### src/rtl/zero_suppressed_peak_decoder_assert.svh
// assertion macros for the zero-suppressed peak decoder
// expects i_clk and i_rst_n in the scope of each use
`ifndef ZERO_SUPPRESSED_PEAK_DECODER_ASSERT_SVH
`define ZERO_SUPPRESSED_PEAK_DECODER_ASSERT_SVH

`ifndef SYNTHESIS

// checked only while out of reset
`define ZSPD_ASSERT(label, prop) \
    label: assert property (@(posedge i_clk) disable iff (!i_rst_n) (prop)) \
        else $error("zspd assertion failed");

// checked at every edge, reset included
`define ZSPD_ASSERT_ALWAYS(label, prop) \
    label: assert property (@(posedge i_clk) (prop)) \
        else $error("zspd assertion failed");

`else

`define ZSPD_ASSERT(label, prop)
`define ZSPD_ASSERT_ALWAYS(label, prop)

`endif

`endif

### src/rtl/zspd_pkg.sv
// shared types and constants of the zero-suppressed peak decoder
// no dependencies
package zspd_pkg;

    localparam int WORD_W        = 16;
    localparam int INDEX_W       = 13;
    localparam int LENGTH_W      = 14;
    localparam int SAMPLE_W      = 32;
    localparam int SKIP_COUNT_W  = 15;
    localparam int INDEX_FIELD_WORDS       = 8192;
    localparam int DEF_MAX_FRAME_WORDS     = 8192;
    localparam int OUT_TDATA_W             = 64;

    // one incoming payload word with its frame markers
    typedef struct packed {
        logic [WORD_W-1:0] word;
        logic              first_word;
        logic              last_word;
    } t_word_in;

    // one peak descriptor
    typedef struct packed {
        logic                closed_by_end;
        logic [LENGTH_W-1:0] peak_length;
        logic [INDEX_W-1:0]  peak_word_pos;
        logic [SAMPLE_W-1:0] peak_sample_pos;
    } t_peak;

endpackage

### src/rtl/zspd_step.sv
// per-word decode: frame state registers and the peak closing logic
// depends on zspd_pkg and zero_suppressed_peak_decoder_assert.svh
`include "zero_suppressed_peak_decoder_assert.svh"

module zspd_step #(
    parameter int MAX_FRAME_WORDS = zspd_pkg::DEF_MAX_FRAME_WORDS
) (
    input  logic              i_clk,
    input  logic              i_rst_n,
    input  logic              i_step,
    input  zspd_pkg::t_word_in i_in,
    output logic              o_emit,
    output zspd_pkg::t_peak   o_peak
);
    import zspd_pkg::*;

    localparam int IndexLimitInt =
        ((MAX_FRAME_WORDS < INDEX_FIELD_WORDS) ? MAX_FRAME_WORDS : INDEX_FIELD_WORDS) - 1;
    localparam logic [INDEX_W-1:0] INDEX_LIMIT = INDEX_W'(IndexLimitInt);

    logic [INDEX_W-1:0]  r_word_index,  n_word_index;
    logic [SAMPLE_W-1:0] r_sample_cnt,  n_sample_cnt;
    logic                r_after_skip,  n_after_skip;
    logic                r_inside_peak, n_inside_peak;
    logic [INDEX_W-1:0]  r_start_word,  n_start_word;
    logic [SAMPLE_W-1:0] r_start_sample, n_start_sample;

    logic                is_skip;
    logic [INDEX_W-1:0]  cur_index;
    logic [SAMPLE_W-1:0] base_cnt;
    logic                base_after_skip;
    logic                base_inside;
    logic [SAMPLE_W-1:0] addend;
    logic [SAMPLE_W:0]   sum;
    logic [SAMPLE_W-1:0] sat_sum;
    logic [INDEX_W-1:0]  adv_index;

    assign is_skip = i_in.word[WORD_W-1];

    // frame start clears the running state before the word is handled
    always_comb begin
        if (i_in.first_word) begin
            cur_index       = '0;
            base_cnt        = '0;
            base_after_skip = 1'b1;
            base_inside     = 1'b0;
        end else begin
            cur_index       = r_word_index;
            base_cnt        = r_sample_cnt;
            base_after_skip = r_after_skip;
            base_inside     = r_inside_peak;
        end
    end

    // one saturating adder serves both skip counts and single samples
    assign addend  = is_skip ? SAMPLE_W'(i_in.word[SKIP_COUNT_W-1:0]) : SAMPLE_W'(1);
    assign sum     = {1'b0, base_cnt} + {1'b0, addend};
    assign sat_sum = sum[SAMPLE_W] ? '1 : sum[SAMPLE_W-1:0];

    assign adv_index = (cur_index < INDEX_LIMIT) ? cur_index + INDEX_W'(1) : cur_index;

    // next state and result
    always_comb begin
        n_word_index   = adv_index;
        n_sample_cnt   = sat_sum;
        n_after_skip   = base_after_skip;
        n_inside_peak  = base_inside;
        n_start_word   = r_start_word;
        n_start_sample = r_start_sample;
        o_emit         = 1'b0;
        o_peak.peak_sample_pos = r_start_sample;
        o_peak.peak_word_pos   = r_start_word;
        o_peak.peak_length     = LENGTH_W'({1'b0, cur_index} - {1'b0, r_start_word});
        o_peak.closed_by_end   = 1'b0;

        if (i_in.first_word && is_skip) begin
            // leading skip counts a single position
            n_sample_cnt  = SAMPLE_W'(1);
            n_after_skip  = 1'b1;
            n_inside_peak = 1'b0;
        end else begin
            if (is_skip) begin
                o_emit        = !base_after_skip && base_inside;
                n_inside_peak = 1'b0;
                n_after_skip  = 1'b1;
            end else begin
                if (base_after_skip) begin
                    n_start_sample = base_cnt;
                    n_start_word   = cur_index;
                    n_inside_peak  = 1'b1;
                end
                n_after_skip = 1'b0;
            end
            // frame end closes a peak still open
            if (i_in.last_word) begin
                if (n_inside_peak && !o_emit) begin
                    o_emit                 = 1'b1;
                    o_peak.peak_sample_pos = n_start_sample;
                    o_peak.peak_word_pos   = n_start_word;
                    o_peak.peak_length     = LENGTH_W'({1'b0, cur_index}
                                             + LENGTH_W'(1) - {1'b0, n_start_word});
                    o_peak.closed_by_end   = 1'b1;
                end
                n_inside_peak = 1'b0;
                n_after_skip  = 1'b1;
            end
        end
    end

    // state registers
    always_ff @(posedge i_clk) begin
        if (!i_rst_n) begin
            r_word_index   <= '0;
            r_sample_cnt   <= '0;
            r_after_skip   <= 1'b1;
            r_inside_peak  <= 1'b0;
            r_start_word   <= '0;
            r_start_sample <= '0;
        end else if (i_step) begin
            r_word_index   <= n_word_index;
            r_sample_cnt   <= n_sample_cnt;
            r_after_skip   <= n_after_skip;
            r_inside_peak  <= n_inside_peak;
            r_start_word   <= n_start_word;
            r_start_sample <= n_start_sample;
        end
    end

    // word index never passes the frame limit
    `ZSPD_ASSERT(a_index_limit, r_word_index <= INDEX_LIMIT)
    // a last word always leaves the frame closed
    `ZSPD_ASSERT(a_last_closes, (i_step && i_in.last_word) |=> (!r_inside_peak && r_after_skip))
    // reset restarts the frame state
    `ZSPD_ASSERT_ALWAYS(a_reset_state, !i_rst_n |=> (r_word_index == '0 && !r_inside_peak))

endmodule

### src/rtl/zero_suppressed_peak_decoder.sv
// zero-suppressed peak decoder: input word register, decode step, result register
// a peak passes the input word register and the result register before the master side shows it
// throughput: one word per cycle while the master side takes each peak; the saturating add is combinational
// a peak held on the master side stalls the slave side once the input register
// is full; reset clears counters, flags and both valids
// depends on zspd_pkg, zspd_step and zero_suppressed_peak_decoder_assert.svh
`include "zero_suppressed_peak_decoder_assert.svh"

module zero_suppressed_peak_decoder #(
    parameter int MAX_FRAME_WORDS = zspd_pkg::DEF_MAX_FRAME_WORDS
) (
    input  logic                                i_clk,
    input  logic                                i_rst_n,
    // slave side
    input  logic                                i_s_axis_tvalid,
    output logic                                o_s_axis_tready,
    input  logic [zspd_pkg::WORD_W-1:0]         i_s_axis_tdata,  // word
    input  logic                                i_s_axis_tuser,  // first_word
    input  logic                                i_s_axis_tlast,  // last_word
    // master side
    output logic                                o_m_axis_tvalid,
    input  logic                                i_m_axis_tready,
    // peak_sample_pos, peak_word_pos, peak_length, zero pad
    output logic [zspd_pkg::OUT_TDATA_W-1:0]    o_m_axis_tdata,
    output logic                                o_m_axis_tuser   // closed_by_end
);
    import zspd_pkg::*;

    localparam int IndexLimitInt =
        ((MAX_FRAME_WORDS < INDEX_FIELD_WORDS) ? MAX_FRAME_WORDS : INDEX_FIELD_WORDS) - 1;
    localparam logic [INDEX_W-1:0] INDEX_LIMIT = INDEX_W'(IndexLimitInt);
    localparam int PadW = OUT_TDATA_W - SAMPLE_W - INDEX_W - LENGTH_W;

    logic     r_in_valid;
    t_word_in r_in;
    logic     r_out_valid;
    t_peak    r_out;
    logic     w_proceed;
    logic     w_emit;
    t_peak    w_peak;

    // a held word moves on when the result slot is free or being emptied
    assign w_proceed       = r_in_valid && (!r_out_valid || i_m_axis_tready);
    assign o_s_axis_tready = !r_in_valid || w_proceed;

    // input word register
    always_ff @(posedge i_clk) begin
        if (!i_rst_n) begin
            r_in_valid <= 1'b0;
        end else if (o_s_axis_tready) begin
            r_in_valid <= i_s_axis_tvalid;
        end
    end

    always_ff @(posedge i_clk) begin
        if (o_s_axis_tready && i_s_axis_tvalid) begin
            r_in.word       <= i_s_axis_tdata;
            r_in.first_word <= i_s_axis_tuser;
            r_in.last_word  <= i_s_axis_tlast;
        end
    end

    zspd_step #(
        .MAX_FRAME_WORDS (MAX_FRAME_WORDS)
    ) u_step (
        .i_clk   (i_clk),
        .i_rst_n (i_rst_n),
        .i_step  (w_proceed),
        .i_in    (r_in),
        .o_emit  (w_emit),
        .o_peak  (w_peak)
    );

    // result register
    always_ff @(posedge i_clk) begin
        if (!i_rst_n) begin
            r_out_valid <= 1'b0;
        end else if (w_proceed) begin
            r_out_valid <= w_emit;
        end else if (i_m_axis_tready) begin
            r_out_valid <= 1'b0;
        end
    end

    always_ff @(posedge i_clk) begin
        if (w_proceed && w_emit) begin
            r_out <= w_peak;
        end
    end

    assign o_m_axis_tvalid = r_out_valid;
    assign o_m_axis_tdata  = {PadW'(0), r_out.peak_length, r_out.peak_word_pos,
                              r_out.peak_sample_pos};
    assign o_m_axis_tuser  = r_out.closed_by_end;

    // an empty result slot never stalls the slave side
    `ZSPD_ASSERT(a_ready_when_empty, !o_m_axis_tvalid |-> o_s_axis_tready)
    // a shown peak starts inside the frame limit
    `ZSPD_ASSERT(a_word_pos_range, o_m_axis_tvalid |-> (r_out.peak_word_pos <= INDEX_LIMIT))
    // a held word that cannot move stays held
    `ZSPD_ASSERT(a_hold_word, (r_in_valid && !w_proceed) |=> r_in_valid)
    // reset empties the result slot
    `ZSPD_ASSERT_ALWAYS(a_reset_empty, !i_rst_n |=> !o_m_axis_tvalid)

endmodule
### config.mk
export PLATFORM = sky130hd
export DESIGN_NAME = zero_suppressed_peak_decoder
export DESIGN_NICKNAME = d
export VERILOG_FILES = /design/src/rtl/zspd_pkg.sv /design/src/rtl/zspd_step.sv /design/src/rtl/zero_suppressed_peak_decoder.sv
export VERILOG_INCLUDE_DIRS = /design/src /design/src/rtl
export SDC_FILE = /design/constraint.sdc
export NUM_CORES = 1
export LEC_CHECK = 0
export BUFFER_PORTS_ARGS = -buffer_cell sky130_fd_sc_hd__buf_2
export CORE_MARGIN = 2
export CORE_UTILIZATION = 60
export DETAILED_ROUTE_END_ITERATION = 8
export PLACE_DENSITY = 0.8
export SYNTH_ARGS = -nofsm -noshare
export SYNTH_HDL_FRONTEND = slang
export SYNTH_SLANG_ARGS = --single-unit
### constraint.sdc
create_clock -name i_clk -period 9.5 [get_ports i_clk]
set_input_delay 1.425 -clock i_clk [delete_from_list [all_inputs] [get_ports i_clk]]
set_output_delay 1.425 -clock i_clk [all_outputs]
set_load 0.01 [all_outputs]
* Word level (Yosys, flattened, before mapping)
Cells that the tools add are included.
Widths: inputs -> output; s select.
** Operators by class
- $add $sub $neg :: 5
- Order comparisons :: 1
- Muxes and demuxes :: 31
- Bitwise logic cells :: 2
- Reductions and logical operators :: 15
** Operator list (number)
- $mux 32 :: 5
- $mux 59 :: 2
- $mux 13 :: 5
- $mux 60 :: 1
- $add 32x32->33 :: 1
- $mux 1 :: 17
- $mux 15 :: 1
- $add 13x1->14 const B :: 1
- $sub 13x13->14 :: 1
- $sub 14x13->14 :: 1
- $add 13x1->13 const B :: 1
- $lt 13x13->1 const B :: 1
- $logic_and 1x1->1 :: 6
- $logic_not 1->1 :: 4
- $logic_or 1x1->1 :: 2
- $not 1->1 :: 2
- $reduce_and 2->1 :: 1
- $reduce_bool 2->1 :: 1
- $reduce_or 2->1 :: 1
** Word-level totals
- Bits in registers :: 172
- Bits of input ports :: 22
- Output and inout bits :: 67
- Logic and storage cells :: 69

* Logic depth before layout (Yosys ltp)
- Depth in word-level cells :: 11
- Mapped depth :: 20

* Modules after synthesis
Synthesis repeated with hierarchy kept, for this count alone.
** Unflattened totals
- Cell total of the unflattened synthesis :: 1060
- Area, all modules :: 9658.0 um^2
** By module, submodules not included
- zspd_step :: instances 1, cells each 963, area an instance 7161.9 um^2, seq. area each 1841.8 um^2
- zero_suppressed_peak_decoder :: instances 1, cells each 97, area an instance 2496.1 um^2, seq. area each 2382.3 um^2

* Worst setup path after synthesis
Ideal clock, no wire load.
- Path type :: input to register
- From :: input i_m_axis_tready
- To :: register r_out (netlist bit o_m_axis_tdata[0]), enable pin
- Arrival time :: 7856 ps
- Required time :: 8871 ps
- Setup slack :: 1014 ps
- Stages on the path :: 4
- Buffers on the path :: 0
- Cells stage by stage :: nor2b_1 nor2b_1 nand2_1 nor4_1
** On the way
- Word-level cells in the longest chain between the ends :: 3
** Ends and longest elaborated chain
- start: declaration :: RTL line zero_suppressed_peak_decoder.sv:22 : input logic i_m_axis_tready,
- $logic_or 1x1->1 :: RTL line zero_suppressed_peak_decoder.sv:43 : assign w_proceed = r_in_valid && (!r_out_valid || i_m_axis_tready);
- $logic_and 1x1->1 :: RTL line zero_suppressed_peak_decoder.sv:43
- $logic_and 1x1->1 :: RTL line zero_suppressed_peak_decoder.sv:86 : if (w_proceed && w_emit) begin
- end signal: assignment :: RTL line zero_suppressed_peak_decoder.sv:87 : r_out <= w_peak;
- end: declaration :: RTL line zero_suppressed_peak_decoder.sv:37 : t_peak r_out;
No other way between the ends.
A chain may end at the register's enable or synchronous reset.

==> flow_metrics.py <==
metrics = {
    "sta": {
        "finalCritPeriodShare_pct": 47.91,
        "fmax_ghz": 0.2197,
        "period_minus_slack_ns": 4.551,
        "setup_viol": 0,
        "hold_viol": 0,
        "setup_tns_ns": 0,
        "skew_ns": 0.008048,
        "rsz0062_at_grt": "false",
        "drv_slew": 0,
        "max_slew_margin_pct": 22.41,
        "worst_pin_slew_ns": 1.160,
    },
    "placement": {
        "place_hpwl_mm": 14.78,
        "port-buffer-count": 83,
        "placed_area_um2": 10220,
        "place_congestion": 0.9250,
    },
    "setup_path": {
        "cpPeakStageDelay_ns": 0.51,
        "slowest_stage": "buf_4",
        "critPathKind": "reg2reg",
        "path_max_fanout": 58,
        "rr_worst_depth": 18,
        "worstPathCellList": "buf_4 > inv_2 > nand2_1 > nor2_1 > a21oi_1 > inv_1 > ha_1 > inv_1 > ha_1 > fa_1 > a21o_1 > a21o_1 > a21oi_1 > o21ai_0 > a211oi_1 > o2bb2ai_1 > xnor2_1 > o2bb2ai_1",
        "arrival_ns": 4.74,
        "critical_path.top_delay_family": "compound AO/OA/AOI/OAI gates",
        "critPathRequiredTime_ns": 9.68,
        "r2r-start": "r_in[1]",
        "crit_path_start_kind": "flop",
        "crit_buf_inv": 4,
        "reg2reg_slack_ns": 4.95,
        "timing.rr.end": "o_m_axis_tdata[58]",
        "end_kind": "flop",
    },
    "floorplan": {
        "core_um2": 15890,
        "io_pins": 89,
        "start_util_pct": 61.36,
        "dieHeight_um": 131.5,
        "rows": 46,
        "die_w_um": 131.5,
        "dieArea_um2": 17280,
    },
    "clocking": {
        "cts_inserted_buffers": 17,
        "cts_resized": 0,
        "cts_setup_buffers": 0,
        "clkLatencyLatePin_ns": 0.44,
        "cts-root-buf": "clkbuf_16",
        "cts_tree": "yes",
        "ctsHoldBuffers": 0,
        "clkTransAtPathRegs_ns": 0.07,
        "cts_sinks": 172,
        "cts.path.max_buffers": 2,
        "cts.htree.levels": 4,
    },
    "drt": {
        "avgRoutedWirePerCell_um": 16.11,
        "drt-total-wl_mm": 22.16,
        "vias": 8112,
        "drtIter0Drc": 744,
        "drt_pre_antenna_iters": 6,
        "ant_nets": 0,
        "drcViolationCount": 0,
        "viasPerCell": 5.900,
    },
    "hold_path": {
        "hp-class": "reg2reg",
        "hp-start": "u_step.r_sample_cnt[5]",
        "holdPathStages": 2,
        "hold_path_end": "u_step.r_sample_cnt[5]",
    },
    "yosys": {
        "ys.flop_type": "dfxtp_1",
        "synth_warnings": 0,
        "synth-edff-count": 78,
        "syn_avg_cell_area_um2": 8.869,
        "synthArstFlopShare_pct": 0,
        "ys_types": 86,
        "synth_cells": 1099,
        "ys_seq_area_share_pct": 43.34,
        "netlist_area_um2": 9747,
        "ys_seq_elements": 172,
    },
    "pwr": {
        "p_per_area_nw_per_um2": 153.8,
        "p_int_mw": 1.260,
        "switching_share_pct": 24.35,
        "pwr-share-seq_pct": 47.8,
        "peakVddDrop_v": 0.0001278,
        "p_leak_nw": 4.178,
        "p_sw_mw": 0.4057,
        "pwr-share-clk_pct": 43.5,
        "p_comb_share_pct": 8.8,
        "design_power_total_mw": 1.666,
    },
    "finish": {
        "multiInputGateArea_um2": 5100,
        "finalNetCount": 1210,
        "drive_gt1_share_pct": 16.05,
        "regArea_um2": 4224,
        "fin_area_um2": 10830,
        "final.fill_count": 1288,
        "diodes": 0,
        "area_growth_pct": 11.12,
    },
    "job": {
        "maxCapViolCount": 0,
    },
    "global_routing": {
        "grt_max_degree": 77,
        "grtUsageTotal_pct": 25.90,
        "overflow": 0,
        "antenna_found_initial": 0,
        "grt_pass1_vias": 7620,
        "grt_pass1_wl_mm": 36.74,
    },
    "outcome": {
        "outcome": "finished clean",
    },
}
[state kept, by name, summed over array words and instances, names as in the netlist]
name,flops
u_step.r_after_skip,1
o_m_axis_tdata,59
u_step.r_sample_cnt,32
u_step.r_start_word,13
o_m_axis_tuser,1
u_step.r_word_index,13
u_step.r_start_sample,32
r_in_valid,1
r_in,18
o_m_axis_tvalid,1
u_step.r_inside_peak,1
[cell type report]
cell class	count	share of cell area [%]
Multi-Input combinational cell	826	47.09
Sequential cell	172	39.00
Timing Repair Buffer	93	4.529
Clock buffer	18	3.963
Tap cell	216	2.495
Clock inverter	14	1.675
Inverter	36	1.248
[Yosys cell counts, types with 4 or more instances]
master     count  area, um^2
dfxtp_1       94        1882
nor4_1         5       31.28
inv_1         34       127.6
a31oi_1       11       68.82
buf_1          5       18.77
buf_2          8       40.04
edfxtp_1      78        2342
clkbuf_1      45       168.9
nand2b_1      16       100.1
or2_2          4       25.02
a41oi_1        4       35.03
mux2i_1        9       90.09
nor3_1        24       120.1
nor2b_1       33       206.5
a311oi_1       6       52.55
and4_1         4       35.03
nor2_1        95       356.6
buf_4          8       60.06
nand3_1       22       110.1
a21oi_1       93       465.5
o211ai_1       4       30.03
and3_1        18       112.6
a2111oi_0      4       35.03
o21bai_1       5       37.54
a21o_1        12       90.09
mux2_2        22       247.7
xnor2_1       24       210.2
nand2_1      169       634.4
o21ai_0       65       325.3
ha_1          39       488.0
and2_1        21       131.4
nand4_1        9       56.30
a211oi_1      16       120.1
xor2_1        12       105.1
[metal layers]
metal / global-route usage (%) / wire [um] / vias up
met5: 0 / 0 / -
met4: 8.575 / 370 / 0
met3: 4.437 / 1382 / 33
met2: 41.22 / 10170 / 299
met1: 36.05 / 10240 / 3794
li1: - / - / 3986
[kinds of logic after synthesis]
kind of cell / share of synthesized area [%]
XOR/XNOR: 3.235
AO/OA/AOI/OAI: 17.88
buffers and inverters: 4.621
adder cells (fa/ha/maj): 5.725
other: 0.03847
AND/OR/NAND/NOR: 21.69
multiplexers: 3.466
flip-flops: 43.34
[cells in the final DEF (no fill, tap or decap), types with 6 or more instances in the layout]
cell type | netlist | final
nand2_1 | 169 | 168
nor2_1 | 95 | 95
dfxtp_1 | 94 | 94
a21oi_1 | 93 | 92
buf_2 | 8 | 83
edfxtp_1 | 78 | 78
o21ai_0 | 65 | 65
ha_1 | 39 | 39
nor2b_1 | 33 | 33
inv_1 | 34 | 33
nor3_1 | 24 | 24
xnor2_1 | 24 | 24
nand3_1 | 22 | 22
mux2_2 | 22 | 22
and2_1 | 21 | 21
and3_1 | 18 | 18
clkbuf_16 | 0 | 17
nand2b_1 | 16 | 16
a211oi_1 | 16 | 16
a21o_1 | 12 | 12
xor2_1 | 12 | 12
a31oi_1 | 11 | 11
buf_4 | 8 | 10
mux2i_1 | 9 | 9
nand4_1 | 9 | 9
a311oi_1 | 6 | 6
[worst max-delay path by stage]
| stage | slack [ns] | cells after the start | end | start |
|---|---|---|---|---|
| 2_1_floorplan | 1.01 | 4 | o_m_axis_tdata[0] | i_m_axis_tready |
| 3_3_place_gp | 5.15 | 18 | o_m_axis_tdata[58] | r_in[1] |
| 3_5_place_dp | 5.09 | 18 | o_m_axis_tdata[58] | r_in[1] |
| 4_1_cts | 5.04 | 18 | o_m_axis_tdata[58] | r_in[1] |
| 5_1_grt | 4.64 | 18 | o_m_axis_tdata[58] | r_in[1] |
| 6_report | 4.95 | 18 | o_m_axis_tdata[58] | r_in[1] |
[worst register-to-register path, delay by kind of cell, from the launching register on]
family,cells,cell delay [ns]
fa+ha+maj,3,0.89
xor+xnor,1,0.14
simple gates,2,0.31
flops,1,0.32
compound gates,8,1.60
buf+inv,4,1.04
[power groups by stage]
| stage | sequential [mW] | combinational [mW] | clock, mW |
|---|---|---|---|
| 2_1_floorplan | 0.815 | 0.105 | 0 |
| 3_3_place_gp | 0.812 | 0.141 | 0 |
| 3_5_place_dp | 0.812 | 0.143 | 0 |
| 4_1_cts | 0.796 | 0.145 | 0.733 |
| 5_1_grt | 0.797 | 0.161 | 0.758 |
| 6_report | 0.796 | 0.146 | 0.724 |
[per-stage QoR]
step / util [%] / worst slack (ns) / instances / hold slack [ns]
2_1_floorplan: - / 1.014 / 1103 / 0.4274
3_3_place_gp: 64.34 / 5.155 / 1343 / 0.4336
3_5_place_dp: 64.34 / 5.088 / 1343 / 0.4385
4_1_cts: 68.18 / 5.036 / 1375 / 0.4478
5_1_grt: 68.18 / 4.638 / 1375 / 0.4619
6_report: 68.18 / 4.949 / 1375 / 0.4458
Note: power is estimated with default switching activity, not from simulation.
